--- src/rtl/ptst_pkg.sv ---
// shared types and constants for the periodic timer slot table
package ptst_pkg;

    localparam int NUM_SLOTS_DEF = 8;
    localparam int MAX_RESULTS   = 8;

    localparam int CMD_W    = 2;
    localparam int PERIOD_W = 16;
    localparam int IDX_W    = 8;
    localparam int KIND_W   = 2;
    localparam int SLOT_W   = 3;

    localparam logic [CMD_W-1:0] CMD_TICK     = 2'd0;
    localparam logic [CMD_W-1:0] CMD_REGISTER = 2'd1;
    localparam logic [CMD_W-1:0] CMD_REMOVE   = 2'd2;

    localparam logic [KIND_W-1:0] KIND_REG    = 2'd0;
    localparam logic [KIND_W-1:0] KIND_FIRE   = 2'd1;
    localparam logic [KIND_W-1:0] KIND_REMOVE = 2'd2;

    typedef enum logic [1:0] {
        ST_IDLE,
        ST_EXEC,
        ST_SCAN,
        ST_FLUSH
    } t_state;

    typedef enum logic [1:0] {
        SRC_FREE,
        SRC_REMOVE,
        SRC_PEND
    } t_out_src;

    typedef struct packed {
        logic     cap_en;
        logic     do_reg;
        logic     do_rem;
        logic     rd_en;
        logic     ev_wr;
        logic     ev_fire;
        logic     pend_load;
        logic     out_load;
        t_out_src out_src;
        logic     out_last;
    } t_dp_cmd;

    typedef struct packed {
        logic out_free;
        logic idx_ok;
        logic ev_due;
    } t_dp_status;

endpackage

--- src/rtl/periodic_timer_slot_table_unit.sv ---
// top level of the periodic timer slot table
//
// request channel: i_valid / o_stall with i_cmd, i_period, i_slot_index.
// result channel:  o_valid / i_stall with o_kind, o_slot, o_full_res, o_last.
// a request is taken only when the controller is idle; one request is worked
// on at a time, and the next can be taken while results still sit in the
// output register.
// register and remove: the request is captured in idle, and the reply is loaded
// into the output register from the exec state once that register is free;
// the next request is taken back in idle; an out-of-range remove gives no reply.
// tick: the slot memories are walked one slot per cycle while no fire event is
// blocked at the output register (one read port, one write port), and o_stall
// stays high until the scan and the flush of the last fire event are done.
// fire events come out in ascending slot order; each is held in a pending
// register until the next fire or the scan end, so that o_last marks the last.
// when the receiver stalls, the result holds in the output register, and a
// register, a remove or the scan waits at the next result that needs to leave.
// reset clears all active bits and the output valid; periods and counters
// are written on register, so they need no clearing.
module periodic_timer_slot_table_unit #(
    parameter int NUM_SLOTS = ptst_pkg::NUM_SLOTS_DEF
) (
    input  logic                          i_clk,
    input  logic                          i_rst_n,
    input  logic                          i_valid,
    output logic                          o_stall,
    input  logic [ptst_pkg::CMD_W-1:0]    i_cmd,
    input  logic [ptst_pkg::PERIOD_W-1:0] i_period,
    input  logic [ptst_pkg::IDX_W-1:0]    i_slot_index,
    output logic                          o_valid,
    input  logic                          i_stall,
    output logic [ptst_pkg::KIND_W-1:0]   o_kind,
    output logic [ptst_pkg::SLOT_W-1:0]   o_slot,
    output logic                          o_full_res,
    output logic                          o_last
);

    localparam int IW = (NUM_SLOTS > 1) ? $clog2(NUM_SLOTS) : 1;

    ptst_pkg::t_dp_cmd    dp_cmd;
    ptst_pkg::t_dp_status dp_status;
    logic [IW-1:0]        rd_addr;

    ptst_ctrl #(
        .NUM_SLOTS (NUM_SLOTS)
    ) u_ctrl (
        .i_clk     (i_clk),
        .i_rst_n   (i_rst_n),
        .i_valid   (i_valid),
        .o_stall   (o_stall),
        .i_cmd     (i_cmd),
        .i_status  (dp_status),
        .o_cmd_bus (dp_cmd),
        .o_rd_addr (rd_addr)
    );

    ptst_dp #(
        .NUM_SLOTS (NUM_SLOTS)
    ) u_dp (
        .i_clk        (i_clk),
        .i_rst_n      (i_rst_n),
        .i_period     (i_period),
        .i_slot_index (i_slot_index),
        .i_rd_addr    (rd_addr),
        .i_cmd_bus    (dp_cmd),
        .o_status     (dp_status),
        .i_stall      (i_stall),
        .o_valid      (o_valid),
        .o_kind       (o_kind),
        .o_slot       (o_slot),
        .o_full_res   (o_full_res),
        .o_last       (o_last)
    );

endmodule

--- src/rtl/ptst_dp.sv ---
// slot table datapath: active bits, period and counter memories, output register
module ptst_dp #(
    parameter int NUM_SLOTS = ptst_pkg::NUM_SLOTS_DEF,
    localparam int IW = (NUM_SLOTS > 1) ? $clog2(NUM_SLOTS) : 1
) (
    input  logic                             i_clk,
    input  logic                             i_rst_n,
    input  logic [ptst_pkg::PERIOD_W-1:0]    i_period,
    input  logic [ptst_pkg::IDX_W-1:0]       i_slot_index,
    input  logic [IW-1:0]                    i_rd_addr,
    input  ptst_pkg::t_dp_cmd                i_cmd_bus,
    output ptst_pkg::t_dp_status             o_status,
    input  logic                             i_stall,
    output logic                             o_valid,
    output logic [ptst_pkg::KIND_W-1:0]      o_kind,
    output logic [ptst_pkg::SLOT_W-1:0]      o_slot,
    output logic                             o_full_res,
    output logic                             o_last
);

    logic [NUM_SLOTS-1:0]              r_active;
    logic [ptst_pkg::PERIOD_W-1:0]     mem_period [NUM_SLOTS];
    logic [ptst_pkg::PERIOD_W-1:0]     mem_count  [NUM_SLOTS];

    logic [ptst_pkg::PERIOD_W-1:0]     r_in_period;
    logic [ptst_pkg::IDX_W-1:0]        r_in_idx;
    logic [ptst_pkg::PERIOD_W-1:0]     r_rd_period;
    logic [ptst_pkg::PERIOD_W-1:0]     r_rd_count;
    logic [IW-1:0]                     r_ev_idx;
    logic [IW-1:0]                     r_pend_slot;

    logic                              r_out_valid;
    logic [ptst_pkg::KIND_W-1:0]       r_out_kind;
    logic [ptst_pkg::SLOT_W-1:0]       r_out_slot;
    logic                              r_out_full;
    logic                              r_out_last;

    logic                              free_found;
    logic [IW-1:0]                     free_idx;
    logic [ptst_pkg::PERIOD_W-1:0]     count_inc;
    logic [IW-1:0]                     rem_idx;
    logic                              cnt_we;
    logic [IW-1:0]                     cnt_waddr;
    logic [ptst_pkg::PERIOD_W-1:0]     cnt_wdata;

    // lowest inactive slot
    always_comb begin
        free_found = 1'b0;
        free_idx   = '0;
        for (int i = NUM_SLOTS - 1; i >= 0; i--) begin
            if (!r_active[i]) begin
                free_found = 1'b1;
                free_idx   = IW'(i);
            end
        end
    end

    assign rem_idx   = r_in_idx[IW-1:0];
    assign count_inc = r_rd_count + 1'b1;

    assign o_status.out_free = !r_out_valid || !i_stall;
    assign o_status.idx_ok   = r_in_idx < ptst_pkg::IDX_W'(NUM_SLOTS);
    assign o_status.ev_due   = r_active[r_ev_idx] && (count_inc >= r_rd_period);

    always_comb begin
        cnt_we    = 1'b0;
        cnt_waddr = r_ev_idx;
        cnt_wdata = i_cmd_bus.ev_fire ? '0 : count_inc;
        if (i_cmd_bus.do_reg && free_found) begin
            cnt_we    = 1'b1;
            cnt_waddr = free_idx;
            cnt_wdata = '0;
        end else if (i_cmd_bus.ev_wr) begin
            cnt_we = 1'b1;
        end
    end

    always_ff @(posedge i_clk) begin
        if (!i_rst_n) begin
            r_active <= '0;
        end else if (i_cmd_bus.do_reg && free_found) begin
            r_active[free_idx] <= 1'b1;
        end else if (i_cmd_bus.do_rem) begin
            r_active[rem_idx] <= 1'b0;
        end
    end

    always_ff @(posedge i_clk) begin
        if (i_cmd_bus.do_reg && free_found) begin
            mem_period[free_idx] <= r_in_period;
        end
        if (cnt_we) begin
            mem_count[cnt_waddr] <= cnt_wdata;
        end
        if (i_cmd_bus.rd_en) begin
            r_rd_period <= mem_period[i_rd_addr];
            r_rd_count  <= mem_count[i_rd_addr];
            r_ev_idx    <= i_rd_addr;
        end
    end

    always_ff @(posedge i_clk) begin
        if (i_cmd_bus.cap_en) begin
            r_in_period <= i_period;
            r_in_idx    <= i_slot_index;
        end
        if (i_cmd_bus.pend_load) begin
            r_pend_slot <= r_ev_idx;
        end
    end

    always_ff @(posedge i_clk) begin
        if (!i_rst_n) begin
            r_out_valid <= 1'b0;
        end else if (i_cmd_bus.out_load) begin
            r_out_valid <= 1'b1;
        end else if (!i_stall) begin
            r_out_valid <= 1'b0;
        end
    end

    always_ff @(posedge i_clk) begin
        if (i_cmd_bus.out_load) begin
            r_out_last <= i_cmd_bus.out_last;
            case (i_cmd_bus.out_src)
                ptst_pkg::SRC_FREE: begin
                    r_out_kind <= ptst_pkg::KIND_REG;
                    r_out_slot <= free_found ? ptst_pkg::SLOT_W'(free_idx) : '0;
                    r_out_full <= !free_found;
                end
                ptst_pkg::SRC_REMOVE: begin
                    r_out_kind <= ptst_pkg::KIND_REMOVE;
                    r_out_slot <= r_in_idx[ptst_pkg::SLOT_W-1:0];
                    r_out_full <= 1'b0;
                end
                default: begin
                    r_out_kind <= ptst_pkg::KIND_FIRE;
                    r_out_slot <= ptst_pkg::SLOT_W'(r_pend_slot);
                    r_out_full <= 1'b0;
                end
            endcase
        end
    end

    assign o_valid    = r_out_valid;
    assign o_kind     = r_out_kind;
    assign o_slot     = r_out_slot;
    assign o_full_res = r_out_full;
    assign o_last     = r_out_last;

endmodule

--- src/rtl/ptst_ctrl.sv ---
// slot table controller: command sequencing and tick scan
module ptst_ctrl #(
    parameter int NUM_SLOTS = ptst_pkg::NUM_SLOTS_DEF,
    localparam int IW  = (NUM_SLOTS > 1) ? $clog2(NUM_SLOTS) : 1,
    localparam int CW  = $clog2(NUM_SLOTS + 1),
    localparam int FCW = $clog2(ptst_pkg::MAX_RESULTS + 1)
) (
    input  logic                          i_clk,
    input  logic                          i_rst_n,
    input  logic                          i_valid,
    output logic                          o_stall,
    input  logic [ptst_pkg::CMD_W-1:0]    i_cmd,
    input  ptst_pkg::t_dp_status          i_status,
    output ptst_pkg::t_dp_cmd             o_cmd_bus,
    output logic [IW-1:0]                 o_rd_addr
);

    ptst_pkg::t_state              r_state, n_state;
    logic [ptst_pkg::CMD_W-1:0]    r_cmd, n_cmd;
    logic [CW-1:0]                 r_rd_idx, n_rd_idx;
    logic                          r_ev_valid, n_ev_valid;
    logic                          r_pend_valid, n_pend_valid;
    logic [FCW-1:0]                r_fire_cnt, n_fire_cnt;
    logic                          fire;
    logic                          blocked;

    always_ff @(posedge i_clk) begin
        if (!i_rst_n) begin
            r_state      <= ptst_pkg::ST_IDLE;
            r_cmd        <= ptst_pkg::CMD_TICK;
            r_rd_idx     <= '0;
            r_ev_valid   <= 1'b0;
            r_pend_valid <= 1'b0;
            r_fire_cnt   <= '0;
        end else begin
            r_state      <= n_state;
            r_cmd        <= n_cmd;
            r_rd_idx     <= n_rd_idx;
            r_ev_valid   <= n_ev_valid;
            r_pend_valid <= n_pend_valid;
            r_fire_cnt   <= n_fire_cnt;
        end
    end

    assign o_stall   = r_state != ptst_pkg::ST_IDLE;
    assign o_rd_addr = r_rd_idx[IW-1:0];

    // a due slot only fires while the per-tick result budget lasts
    assign fire    = r_ev_valid && i_status.ev_due &&
                     (r_fire_cnt < FCW'(ptst_pkg::MAX_RESULTS));
    // a second fire pushes the held one out, which needs the output register
    assign blocked = fire && r_pend_valid && !i_status.out_free;

    always_comb begin
        n_state      = r_state;
        n_cmd        = r_cmd;
        n_rd_idx     = r_rd_idx;
        n_ev_valid   = r_ev_valid;
        n_pend_valid = r_pend_valid;
        n_fire_cnt   = r_fire_cnt;
        o_cmd_bus    = '0;

        unique case (r_state)
            ptst_pkg::ST_IDLE: begin
                if (i_valid) begin
                    o_cmd_bus.cap_en = 1'b1;
                    n_cmd            = i_cmd;
                    n_state          = ptst_pkg::ST_EXEC;
                end
            end
            ptst_pkg::ST_EXEC: begin
                case (r_cmd)
                    ptst_pkg::CMD_REGISTER: begin
                        if (i_status.out_free) begin
                            o_cmd_bus.do_reg   = 1'b1;
                            o_cmd_bus.out_load = 1'b1;
                            o_cmd_bus.out_src  = ptst_pkg::SRC_FREE;
                            o_cmd_bus.out_last = 1'b1;
                            n_state            = ptst_pkg::ST_IDLE;
                        end
                    end
                    ptst_pkg::CMD_REMOVE: begin
                        if (!i_status.idx_ok) begin
                            n_state = ptst_pkg::ST_IDLE;
                        end else if (i_status.out_free) begin
                            o_cmd_bus.do_rem   = 1'b1;
                            o_cmd_bus.out_load = 1'b1;
                            o_cmd_bus.out_src  = ptst_pkg::SRC_REMOVE;
                            o_cmd_bus.out_last = 1'b1;
                            n_state            = ptst_pkg::ST_IDLE;
                        end
                    end
                    ptst_pkg::CMD_TICK: begin
                        n_rd_idx     = '0;
                        n_ev_valid   = 1'b0;
                        n_pend_valid = 1'b0;
                        n_fire_cnt   = '0;
                        n_state      = ptst_pkg::ST_SCAN;
                    end
                    default: begin
                        n_state = ptst_pkg::ST_IDLE;
                    end
                endcase
            end
            ptst_pkg::ST_SCAN: begin
                // read slot n while slot n-1 is evaluated and written back
                if (!blocked) begin
                    if (r_ev_valid) begin
                        o_cmd_bus.ev_wr = 1'b1;
                    end
                    if (fire) begin
                        o_cmd_bus.ev_fire   = 1'b1;
                        o_cmd_bus.pend_load = 1'b1;
                        n_pend_valid        = 1'b1;
                        n_fire_cnt          = r_fire_cnt + 1'b1;
                        if (r_pend_valid) begin
                            o_cmd_bus.out_load = 1'b1;
                            o_cmd_bus.out_src  = ptst_pkg::SRC_PEND;
                            o_cmd_bus.out_last = 1'b0;
                        end
                    end
                    if (r_rd_idx < CW'(NUM_SLOTS)) begin
                        o_cmd_bus.rd_en = 1'b1;
                        n_ev_valid      = 1'b1;
                        n_rd_idx        = r_rd_idx + 1'b1;
                    end else begin
                        n_ev_valid = 1'b0;
                        if (!r_ev_valid) begin
                            n_state = ptst_pkg::ST_FLUSH;
                        end
                    end
                end
            end
            ptst_pkg::ST_FLUSH: begin
                if (!r_pend_valid) begin
                    n_state = ptst_pkg::ST_IDLE;
                end else if (i_status.out_free) begin
                    o_cmd_bus.out_load = 1'b1;
                    o_cmd_bus.out_src  = ptst_pkg::SRC_PEND;
                    o_cmd_bus.out_last = 1'b1;
                    n_pend_valid       = 1'b0;
                    n_state            = ptst_pkg::ST_IDLE;
                end
            end
            default: begin
                n_state = ptst_pkg::ST_IDLE;
            end
        endcase
    end

endmodule
--- config.mk ---
export PLATFORM = sky130hd
export DESIGN_NAME = periodic_timer_slot_table_unit
export DESIGN_NICKNAME = d
export VERILOG_FILES = /design/src/rtl/ptst_pkg.sv /design/src/rtl/periodic_timer_slot_table_unit.sv /design/src/rtl/ptst_dp.sv /design/src/rtl/ptst_ctrl.sv
export SDC_FILE = /design/constraint.sdc
export NUM_CORES = 1
export LEC_CHECK = 0
export BUFFER_PORTS_ARGS = -buffer_cell sky130_fd_sc_hd__buf_2
export CORE_MARGIN = 1
export CORE_UTILIZATION = 40
export CTS_BUF_LIST = sky130_fd_sc_hd__clkbuf_4
export DETAILED_ROUTE_END_ITERATION = 10
export SETUP_SLACK_MARGIN = 0.1
export SLEW_MARGIN = 0
export SYNTH_ARGS = -nofsm -noshare
export SYNTH_HDL_FRONTEND = slang
export SYNTH_HIERARCHICAL = 1
export SYNTH_SLANG_ARGS = --single-unit
--- constraint.sdc ---
create_clock -name i_clk -period 4.06 [get_ports i_clk]
set_input_delay 0.812 -clock i_clk [delete_from_list [all_inputs] [get_ports i_clk]]
set_output_delay 0.812 -clock i_clk [all_outputs]
set_load 0.01 [all_outputs]
# --- Word level (Yosys, flattened, before mapping) ---
# Memory sizes are Yosys's and may differ from the RTL's. A register that Yosys moved wholly into a read port is not among the register bits.
# Cells that the tools add are included.
word_totals:
  ram_bits: 256
  elab_cells: 155
  inputBits: 30
  ff_bits: 60
  memories: 2
memory_table:
  columns: ["name", "words", "word_bits", "read_ports", "rd_clocked_by_memory_dff", "write_ports", "line", "rtl"]
  rows:
  - ["u_dp.mem_count", 8, 16, 1, 1, 1, "ptst_dp.sv:23", "logic [ptst_pkg::PERIOD_W-1:0] mem_count [NUM_SLOTS];"]
  - ["u_dp.mem_period", 8, 16, 1, 1, 1, "ptst_dp.sv:22", "logic [ptst_pkg::PERIOD_W-1:0] mem_period [NUM_SLOTS];"]
classes:
  n_bitwise: 3
  addsub: 3
  n_reduce_logical: 26
  n_mux: 82
  n_lt_le_gt_ge: 9
  n_eq_ne: 14
op_table:
  columns: ["cell", "count"]
  rows:
  - ["2-to-1 mux 4 bit", 12]
  - ["2-to-1 mux 1 bit", 33]
  - ["2-to-1 mux 16 bit", 2]
  - ["2-to-1 mux 3 bit", 10]
  - ["2-to-1 mux 8 bit", 3]
  - ["case mux 4 bit (2 select lines)", 3]
  - ["adder 16 x 1 -> 16 bit (second input constant)", 1]
  - [">= comparator 16 bit", 1]
  - ["2-to-1 mux 2 bit", 8]
  - ["AND reduction 4 bit", 4]
  - ["less-than comparator 3 x 4 -> 1 bit (second input constant)", 3]
  - ["case mux 4 bit (3 select lines)", 1]
  - ["inequality test 2 bit (second input constant)", 5]
  - ["adder 4 x 1 -> 4 bit (second input constant)", 2]
  - ["bitwise AND 8 bit", 1]
  - ["logical AND 1 bit", 8]
  - ["less-than comparator 4 bit (second input constant)", 2]
  - ["less-than comparator 8 x 4 -> 1 bit (second input constant)", 1]
  - ["NOT 8 bit", 1]
  - ["OR 8 bit", 1]
  - ["case mux 2 bit (4 select lines)", 1]
  - ["demux 1 bit (select 3 bit)", 2]
  - ["equality test 2 x 1 -> 1 bit (second input constant)", 3]
  - ["equality test 2 bit (second input constant)", 3]
  - ["16 further kinds", 26]

# --- Logic depth before layout (Yosys ltp) ---
depth:
  word_depth: 14
  depth_mapped: 18

# --- Hierarchy ---
# Netlist, hierarchy kept.
by_module_without_submodules:
  columns: ["mod", "cells_per_inst", "area_per_inst_um2", "instances"]
  rows:
  - ["ptst_dp", 651, 13185.1, 1]
  - ["ptst_ctrl", 109, 869.6, 1]

# --- Worst setup path after synthesis ---
# Ideal clock, no wire load.
synth_timing:
  path_kind: "register to register"
  startpoint: "register u_dp/r_rd_count[0] (netlist bit), read port of u_dp.mem_count"
  endpoint: "memory u_dp/mem_count[0][0] (netlist bit), enable pin"
  arrival_ns: 3.822
  path_slack_ns: -0.151
  path_stages_with_launch: 18
  cell_sequence: "edfxtp_1 ha_1 and3_1 and4_1 and4_1 xor2_1 ha_1 and3_1 a221oi_1 a21oi_1 o221ai_1 a31oi_1 nand3b_1 o21ai_1 nor2_1 nor2b_1 mux2i_1 nor2_1"
synth_rtl:
  columns: ["item", "line", "rtl"]
  rows:
  - ["start: declaration", "ptst_dp.sv:28", "logic [ptst_pkg::PERIOD_W-1:0] r_rd_count;"]
  - ["end: declaration", "ptst_dp.sv:23", null]

==> impl_metrics.toml <==
[hold_path]
holdCritPathClass = "in2reg"
timing.hold.worst_path_depth = 1

[power_and_ir_drop]
power.share.combinational = 0.044
max-vdd-ir-drop_v = 0.0003093
sw_frac_of_total = 0.2130
internal_power_mw = 5.620
clock_power_frac = 0.389
sequential_share_of_power = 0.567
total_switching_power_mw = 1.522
pwr_total_mw = 7.142
leakage_nw = 5.598
power-per-cell-area_mw_per_mm2 = 430.7

[placement]
placedInstanceArea_mm2 = 0.01517
dpl_worst_slack_ns = -0.03124
io_buffers = 38
hpwlAfterDp_mm = 16.83
gp_routability_congestion = 0.7922

[floorplanning]
die_area_mm2 = 0.03589
ioPinCount = 39
floorplan.rows = 68
fp.coreArea_mm2 = 0.03454
die-width_um = 189.5
floorplan.initialDensity = 0.4069
die_y_um = 189.5

[sta]
rsz0062_at_grt = "true"
min_period_ns = 4.055
worst-slew-pin-transition_ns = 1.113
holdWs_ns = 0.2842
drv_slew = 0
report.final.hold_viol_count = 0
setup_ws_ns = 0.004680
timing.final.crit_share = 0.9988
skew_ns = 0.03601
max_clock_freq_mhz = 246.6
slew_headroom = 0.2582
final-setup-viol-count = 0

[setup_path]
worst_path_largest_cell_delay_ns = 0.40
worstSetupPathDepth = 19
cp_slowest_cell = "sky130_fd_sc_hd__edfxtp_1"
critPathKind = "reg2reg"
worst_setup_path_start_kind = "register"
cp_num_buf_inv = 2
cp_data_required_time_ns = 4.45
critPathMaxFanout = 8
crit_path_arrival_time_ns = 4.45
worst_path_dominant_cell_family = "simple AND/OR/NAND/NOR gates"
reg2regPathDepth = 19
crit_path_capture_type = "register"
crit_path_cell_trace = "ha_2 -> and3_4 -> and4_1 -> and4_1 -> xor2_2 -> ha_1 -> and3_4 -> a221oi_2 -> a21oi_1 -> o221ai_1 -> a31oi_2 -> nand3b_1 -> o21ai_2 -> nor2_1 -> nor2b_2 -> mux2i_2 -> buf_4 -> nor2_4 -> clkbuf_16"

[cts]
clock_tree.htree_level_count = 3
clock-root-buffer = "sky130_fd_sc_hd__clkbuf_4"
tritoncts_clock_tree = "done"
cts_buffer_count = 84
cts.path.max_buffers = 3
clkSinkCount = 348
cts.clk_slew.worst_paths_ns = 0.07
clock_latency_ns = 0.70

[synth]
synth_cell_types = 58
muxShareOfSynthArea = 0.1336
synthSimpleGateAreaFrac = 0.05439
synth_seq_cells = 348
synth_warnings = 6
synth.yosys.seq_area_share = 0.7271
synth_top_family_by_area = "multiplexers"
yosys.area_share.adder = 0.02048
synth_compound_area_frac = 0.03712
yosys_most_used_dff = "sky130_fd_sc_hd__edfxtp_1"
instance_count_of_the_mapped_netlist = 760
synth-edff-count = 325
mappedNetlistArea_mm2 = 0.01405
synth_async_sr_flop_share = 0
syn_nets = 813
synth-xor-area-share = 0.009347
syn_avg_cell_area_um2 = 18.49

[global_routing]
grt_pass1_wl_mm = 43.84
grt_start_max_net_pins = 40
antenna_found_initial = 1
globalRouteOverflowTotal = 0
via_count_of_the_first_global_routing_pass = 7783
track_usage = 0.1642

[finish]
final_area_mm2 = 0.01658
area_delta_synth_final_pct = 17.97
design.final.nets = 958
final.fill_count = 3021
final_layout_size_suffix_gt1_frac = 0.3853
postLayoutCoreUtil = 0.4800

[flow_run]
maxCapViolCount = 0

[route]
route.detailed.drc = 0
detailed_route_vias_per_instance = 5.106
totalWireLength_mm = 28.46
drt-pass1-iter-count = 4
detail_route_antenna_nets = 0
dr.first_iter.drc_count = 476
via_count = 7246
avgRoutedWirePerCell_um = 20.06

[run_status]
outcome = "finished clean"
flip-flops by register name, summed over array words and instances, names as in the netlist, 2 cells and up:
| name | count |
|---|---|
| u_dp/o_kind | 2 |
| u_ctrl/r_cmd | 2 |
| u_dp/r_rd_count | 16 |
| u_dp/r_ev_idx | 3 |
| u_ctrl/r_fire_cnt | 4 |
| u_dp/r_active | 8 |
| u_dp/r_rd_period | 16 |
| u_dp/mem_count | 128 |
| u_ctrl/r_state | 2 |
| u_ctrl/r_rd_idx | 4 |
| u_dp/r_pend_slot | 3 |
| u_dp/mem_period | 128 |
| u_dp/r_in_idx | 8 |
| u_dp/o_slot | 3 |
| u_dp/r_in_period | 16 |
layout make-up:
type                    instances  area (µm²)  area share
flip-flops and latches        348       10230      0.6167
multi-input cells             353        3840      0.2316
clock buffers                 120       900.9     0.05433
repair buffers                 92       802.0     0.04837
well taps                     455       569.3     0.03433
clock inverters                24       142.6    0.008602
inverters                      26       97.59    0.005886
diodes                          1       2.502   0.0001509
worst paths after layout:
path	start	end	slack (ns)
max	u_dp/r_rd_count[1]	u_dp/mem_count[0][8]	0.005
min reg2reg	u_ctrl/r_rd_idx[3]	u_ctrl/r_rd_idx[3]	0.52
min	i_period[9]	u_dp/r_in_period[9]	0.28
max reg2reg	u_dp/r_rd_count[1]	u_dp/mem_count[0][8]	0.005
per-stage QoR:
stage	setup TNS, ns	std cells
global placement	0	1263
CTS	0	1407
detailed placement	-1.514	1263
floorplan	-6.991	760
finish	0	1419
global route	-25.31	1419
kinds of logic (layout without fill, tap and decap cells):
group / count (synthesis) / in the layout
fa+ha+maj: 23 / 23
flops: 348 / 348
simple gates: 138 / 138
other cells: 0 / 1
buf+inv: 59 / 262
compound gates: 76 / 76
xor+xnor: 15 / 15
mux: 101 / 101
repair_timing:
action / 4_1_cts / 5_1_grt
hold buffers: 0 / 0
cloned: 0 / 3
setup endpoints to repair: 158 / 269
gates resized for setup: 6 / 52
pin swaps: 1 / 14
buffers inserted: 0 / 8
metal layers:
metal  routed length (µm)  global-route usage  vias up
met4                  435             0.05366        0
met5                    0                   0        -
met1                12000              0.2040     3683
met3                 1218             0.03837       38
met2                14800              0.2822      162
li1                     -                   -     3363
power groups by stage:
stage	logic [mW]	registers (mW)	clock network [mW]
after global placement	0.299	4.13	0
final	0.316	4.05	2.78
after CTS	0.306	4.05	2.89
after floorplan	0.216	4.09	0
after global routing	0.348	4.06	3.08
after detailed placement	0.302	4.13	0
synth_stat cells, drive strengths merged (3+ instances only):
| cell | n | area, µm² |
|---|---|---|
| edfxtp | 325 | 9759 |
| mux4 | 66 | 1486 |
| mux2 | 33 | 371.6 |
| nand2 | 29 | 108.9 |
| nor2 | 27 | 101.4 |
| inv | 26 | 97.59 |
| nor2b | 26 | 162.7 |
| dfxtp | 23 | 460.4 |
| ha | 23 | 287.8 |
| buf | 17 | 93.84 |
| a21oi | 16 | 80.08 |
| clkbuf | 16 | 60.06 |
| o21ai | 15 | 86.34 |
| o21a | 14 | 105.1 |
| nand2b | 11 | 68.82 |
| nand3 | 11 | 60.06 |
| xnor2 | 9 | 78.83 |
| nand4 | 7 | 50.05 |
| xor2 | 6 | 52.55 |
| and4 | 5 | 43.79 |
| or2 | 5 | 31.28 |
| a211oi | 4 | 30.03 |
| a21boi | 4 | 30.03 |
| a21o | 4 | 30.03 |
| and3 | 4 | 25.02 |
| nand3b | 4 | 30.03 |
| a22oi | 3 | 22.52 |
cell usage in the layout, fill, tap and decap left out, types with 14 or more instances in the layout:
master and count:
sky130_fd_sc_hd__buf_4 32, sky130_fd_sc_hd__nor2_1 18, sky130_fd_sc_hd__mux2_2 33, sky130_fd_sc_hd__clkbuf_4 120, sky130_fd_sc_hd__a21oi_1 14, sky130_fd_sc_hd__clkinv_1 20, sky130_fd_sc_hd__buf_2 38, sky130_fd_sc_hd__dfxtp_1 20
sky130_fd_sc_hd__ha_1 22, sky130_fd_sc_hd__nand2_1 29, sky130_fd_sc_hd__inv_1 26, sky130_fd_sc_hd__edfxtp_1 325, sky130_fd_sc_hd__mux4_2 66
(Power assumes the default switching activity.)
